File: config.mk
export PLATFORM = sky130hd
export DESIGN_NAME = pma_ctrl
export DESIGN_NICKNAME = d
export VERILOG_FILES = /design/src/hdl/pma_pkg.sv /design/src/hdl/pma_ctrl.sv
export SDC_FILE = /design/constraint.sdc
export NUM_CORES = 1
export LEC_CHECK = 0
export ABC_AREA = 0
export BUFFER_PORTS_ARGS = -buffer_cell sky130_fd_sc_hd__buf_2
export CAP_MARGIN = 30
export CORE_AREA = 3 3 40 42
export CTS_CLUSTER_DIAMETER = 30
export DETAILED_ROUTE_END_ITERATION = 12
export DIE_AREA = 0 0 43 45
export GPL_TIMING_DRIVEN = 0
export MAX_ROUTING_LAYER = met4
export PLACE_DENSITY = 0.56
export SYNTH_ARGS = -nofsm -noshare
export SYNTH_HDL_FRONTEND = slang
export SYNTH_SLANG_ARGS = --single-unit
File: constraint.sdc
create_clock -name clk -period 1.5 [get_ports clk]
set_input_delay 0.075 -clock clk [delete_from_list [all_inputs] [get_ports clk]]
set_output_delay 0.075 -clock clk [all_outputs]
set_load 0.02 [all_outputs]
File: src/hdl/pma_pkg.sv
// Shared constants and control types for the pen position moving average.
package pma_pkg;

  localparam int MAX_WINDOW_DEF = 64;
  localparam int COORD_W        = 24;
  localparam int PRES_W         = 16;
  localparam int WIN_W          = 7;
  localparam int ZOOM_W         = 16;
  localparam int CFG_DATA_W     = 16;
  localparam int CFG_IDX_W      = 1;
  localparam int COORD_FRAC     = 8;

  localparam logic [1:0] OP_START = 2'd0;
  localparam logic [1:0] OP_STAB  = 2'd1;
  localparam logic [1:0] OP_PUSH  = 2'd2;

  localparam logic [CFG_IDX_W-1:0] REG_WINDOW = 1'd0;
  localparam logic [CFG_IDX_W-1:0] REG_ZOOM   = 1'd1;

  localparam logic [WIN_W-1:0]  WINDOW_RST = 7'd2;
  localparam logic [ZOOM_W-1:0] ZOOM_RST   = 16'd256;

  typedef struct packed {
    logic capture;
    logic clear;
    logic add;
    logic read;
    logic replace;
    logic div_start;
    logic out_load;
  } pma_cmd_t;

  typedef struct packed {
    logic fill_zero;
    logic seed_last;
    logic div_busy;
    logic out_free;
  } pma_stat_t;

endpackage

File: src/hdl/pma_ctrl.sv
// Controller state machine sequencing seed, push and stabilize beats.
module pma_ctrl import pma_pkg::*; (
  input  logic       clk,
  input  logic       rst,
  input  logic       sample_valid,
  output logic       sample_stall,
  input  logic [1:0] opcode,
  input  pma_stat_t  stat,
  output pma_cmd_t   cmd
);

  localparam logic [2:0] S_IDLE  = 3'd0;
  localparam logic [2:0] S_SEED  = 3'd1;
  localparam logic [2:0] S_ADD   = 3'd2;
  localparam logic [2:0] S_PREAD = 3'd3;
  localparam logic [2:0] S_PREPL = 3'd4;
  localparam logic [2:0] S_SLOAD = 3'd5;
  localparam logic [2:0] S_SREPL = 3'd6;
  localparam logic [2:0] S_SDIV  = 3'd7;

  logic [2:0] state;
  logic [2:0] state_next;

  assign sample_stall = (state != S_IDLE);

  always_comb begin
    cmd        = '0;
    state_next = state;
    case (state)
      S_IDLE: begin
        if (sample_valid) begin
          cmd.capture = 1'b1;
          case (opcode)
            OP_START: begin
              cmd.clear  = 1'b1;
              state_next = S_SEED;
            end
            OP_STAB: state_next = S_SLOAD;
            OP_PUSH: state_next = stat.fill_zero ? S_ADD : S_PREAD;
            default: state_next = S_IDLE;
          endcase
        end
      end
      S_SEED: begin
        cmd.add = 1'b1;
        if (stat.seed_last) begin
          state_next = S_IDLE;
        end
      end
      S_ADD: begin
        cmd.add    = 1'b1;
        state_next = S_IDLE;
      end
      S_PREAD: begin
        cmd.read   = 1'b1;
        state_next = S_PREPL;
      end
      S_PREPL: begin
        cmd.replace = 1'b1;
        state_next  = S_IDLE;
      end
      S_SLOAD: begin
        cmd.div_start = 1'b1;
        if (stat.fill_zero) begin
          state_next = S_SDIV;
        end else begin
          cmd.read   = 1'b1;
          state_next = S_SREPL;
        end
      end
      S_SREPL: begin
        cmd.replace = 1'b1;
        state_next  = S_SDIV;
      end
      S_SDIV: begin
        if (!stat.div_busy && stat.out_free) begin
          cmd.out_load = 1'b1;
          state_next   = S_IDLE;
        end
      end
      default: state_next = S_IDLE;
    endcase
  end

  always_ff @(posedge clk) begin
    if (rst) begin
      state <= S_IDLE;
    end else begin
      state <= state_next;
    end
  end

endmodule
* After elaboration in Yosys (flattened, before gate mapping)
Cells that the tools add are included.
W data, S select, Z words.
** Operators by class
- Equality and inequality tests :: 12
- Muxes and demuxes :: 17
- Reductions and logical operators :: 9
** Operators with widths (number)
- $pmux W3 S7 :: 1
- $eq A3 B3 Y1 const B :: 4
- $mux W1 :: 9
- $mux W3 :: 3
- $pmux W3 S3 :: 1
- $eq A3 B2 Y1 const B :: 2
- $ne A2 B2 Y1 const B :: 3
- $reduce_or A2 Y1 :: 3
- $mux W2 :: 2
- $eq A3 B1 Y1 const B :: 1
- $logic_not A3 Y1 :: 1
- $reduce_and A3 Y1 :: 1
- $reduce_bool A3 Y1 :: 1
- $eq A2 B1 Y1 const B :: 1
- $eq A2 B2 Y1 const B :: 1
- $logic_not A2 Y1 :: 1
- $pmux W1 S2 :: 1
- $logic_and A1 B1 Y1 :: 1
- $logic_not A1 Y1 :: 1
** Word-level totals
- Register bits :: 3
- Bits of input ports :: 9
- Output and inout bits :: 8
- Logic and storage cells :: 39

* Logic depth before layout (Yosys ltp)
- Word-level depth :: 4
- Depth in mapped cells :: 4
- Depth with buffers taken out :: 3

* Worst setup path after synthesis
No wires, ideal clock.
- Path type :: register -> output
- Start :: register state[2]
- End :: output cmd[5] in the netlist's numbering
- Data arrival time :: 1.621 ns
- Path slack :: -0.196 ns
- Stages on the path, launching flop included :: 5
- Buffers on the path :: 1
- Cells stage by stage :: dfxtp_1 buf_4 nor3_1 inv_1 nor4_1
** RTL lines
- start, declared :: RTL line pma_ctrl.sv:21 : logic [2:0] state;
- start signal, assigned :: RTL line pma_ctrl.sv:89 : state <= state_next;
- end, declared :: RTL line pma_ctrl.sv:9 : output pma_cmd_t cmd

* Worst setup path after layout
- Start :: register state[0]
- End :: register state[2]
** On the way
- Word-level cells in the longest chain between the ends :: 3
- Elaborated cells on any way between the ends :: 14
- Classes of those cells :: eq/ne (10); mux (1); reduce/logical (3)
** Ends and longest elaborated chain
- $eq A3 B3 Y1, or another cell as far along :: RTL line pma_ctrl.sv:29 : case (state)
- $reduce_or A2 Y1 (no line) / $ne A2 B2 Y1 (equally long branches)
- $pmux W3 S7 / $reduce_and A3 Y1 (equally long branches)
Several ways; a longest one is shown, not always the timed one.
A chain may end at the register's enable or synchronous reset.

==> impl_metrics.toml <==
[clock_network]
clkTransAtPathRegs_ns = 0.04
cts_tree = "yes"
cts_buffers = 3
hold_buffers = 0
clk_path_buf_depth = 2
cts_root_buf = "clkbuf_4"
htree_levels = 1
clk_latency_ns = 0.23
cts.sinks = 3

[timing]
final-setup-viol-count = 0
hold_viol_final = 0
fin_crit_sh = 0.951
fin_tns_setup_ns = 0
skew_ns = 0.00305
rsz0062_at_grt = "no"
worst_slew_pin_slew_ns = 0.348
slew_viol_final = 0
timing.fmax_mhz = 701
slew_headroom = 0.768
period_needed_ns = 1.43

[synthesis]
seq_area_frac_synth = 0.190
yosys_warnings = 0
synth.avg_cell_area_um2 = 8.12
synth_seq_cells = 3
synth.cell_area_um2 = 317
syn-num-nets = 48
synth-async-reset-ratio = 0
synthFlopType = "dfxtp_1"
ys_types = 25
synth-edff-count = 0
synthCells = 39

[power_and_ir_drop]
p_per_area_nw_per_um2 = 856
power.total_w = 0.000405
vdd_drop_max_mv = 0.463
p_leak_nw = 0.225

[place]
gp_congestion = 0.726
place_inst = 70
io_buffer_count = 16
hpwl_um = 564

[run_status]
status = "finished, final reports clean"

[die]
num_rows = 13
core_area_um2 = 1280
die_w_um = 43
io_pins = 17
die_h_um = 45
dieArea_um2 = 1940
start_util = 0.246

[global_route]
grt_pass1_vias = 315
overflow = 0
grt_pass1_wl_um = 1270
antenna_found_initial = 0
grt.total_usage = 0.0891
grt_max_degree = 11

[worst_setup_path]
critPathSlowestCell = "or4b_1"
cp-startpoint = "state[0]"
cp-start-kind = "register"
reg2reg_from = "state[0]"
arrival_ns = 1.58
worstSetupEndpointType = "register"
cpPeakStageDelay_ns = 0.51
critPathMaxFanout = 10
crit_type = "reg2reg"
required_ns = 1.65
cp_cell_sequence = "buf_6 -> or4b_1 -> a21o_1 -> a211oi_2"

[drt]
drt_iter0_drc = 6
ant_nets = 0
wl_per_cell_um = 10.4
vias = 335
drc = 0
via_per_inst = 4.47
drt-total-wl_um = 783
dr.pass1.iters = 4

[layout]
area_growth_syn_to_layout_pct = 49.4
regMostFlops = "state"
antenna_cells = 0
fin_cells = 75
drive_gt1_frac = 0.517
largest_reg_flops = 3
reg_top3 = "state x3"
fin_nets = 70

[run]
cap_violations = 0

[worst_hold_path]
hp-class = "in2reg"
min_from = "rst"
[critical path, delay by kind of cell, from the launching register on]
family | cells | cell delay [ns]
buffers and inverters | 1 | 0.14
and+or+nand+nor | 1 | 0.51
DFF | 1 | 0.29
AOI/OAI and AO/OA | 2 | 0.41
[metal layers]
metal / global-route usage / wire length, µm / vias to the layer above / part of all wire
met5: - / 0 / - / 0
met2: 0.129 / 352 / 10 / 0.45
li1: - / - / 178 / -
met3: 0.0398 / 44 / 0 / 0.056
met1: 0.108 / 386 / 147 / 0.49
met4: 0.0361 / 0 / 0 / 0
[synthesized netlist by cell type (2+ instances only)]
cell      instances  area share
dfxtp_1           3        0.19
buf_4             2       0.047
nand2b_1          2       0.040
inv_1             4       0.047
nor3_1            2       0.032
and2b_2           2       0.055
nor2_1            5       0.059
nand2_1           2       0.024
[final cells by class]
cell class / instances / area, µm²
plain buffers: 3 / 30.0
clock buffers: 4 / 26.3
fillers: 151 / 812
inverters: 4 / 15.0
multi-input cells: 29 / 233
flip-flops and latches: 3 / 60.1
well taps: 15 / 18.8
repair buffers: 17 / 90.1
[placed cells by master (no fill, tap or decap)]
cell	n
buf_2	15
nor2_1	5
buf_4	3
inv_1	3
clkbuf_4	3
dfxtp_1	3
buf_6	2
nand2_1	2
and2b_2	2
nand2b_1	2
xnor2_1	1
mux2i_1	1
nor3_4	1
inv_2	1
nor4_2	1
nor3_1	1
or2_2	1
o211ai_1	1
nand3b_1	1
a2111oi_4	1
a211oi_1	1
o21ai_0	1
o2bb2ai_1	1
o211a_1	1
a21oi_1	1
o31a_1	1
or4b_1	1
a21o_1	1
a211oi_2	1
clkbuf_1	1
[cell families after synthesis]
logic type             share of synthesized area
XOR/XNOR                                  0.0277
flip-flops                                 0.190
multiplexers                              0.0316
buffers and inverters                      0.130
AND/OR/NAND/NOR                            0.304
AO/OA/AOI/OAI                              0.316
[timing repair]
item | CTS | global route
resized for setup | 2 | 3
buffers inserted | 0 | 1
pin swaps | 0 | 1
endpoints found under the setup margin | 3 | 1
[power by group]
part / internal [W] / switching [W]
clock network: 0.0000997 / 0.0000416
logic: 0.0000804 / 0.0000929
registers: 0.0000865 / 0.00000368
[final timing paths]
check | endpoint | slack [ns] | cells after the start
setup / recovery | state[2] | 0.07 | 4
hold / removal | state[2] | 0.06 | 2
setup reg to reg | state[2] | 0.07 | 4
hold reg to reg | state[2] | 0.67 | 2
[through the flow]
step                      cell area, µm²  setup slack (ns)  hold slack, ns   util
after floorplan                      323            0.0340           0.148      -
after global placement               422            0.0960           0.286  0.328
after detailed placement             422             0.106           0.295  0.328
after CTS                            459            0.0329          0.0514  0.357
after global routing                 473           0.00856          0.0508  0.368
final                                473            0.0732          0.0612  0.368
Power figures use the tool's default switching activity.
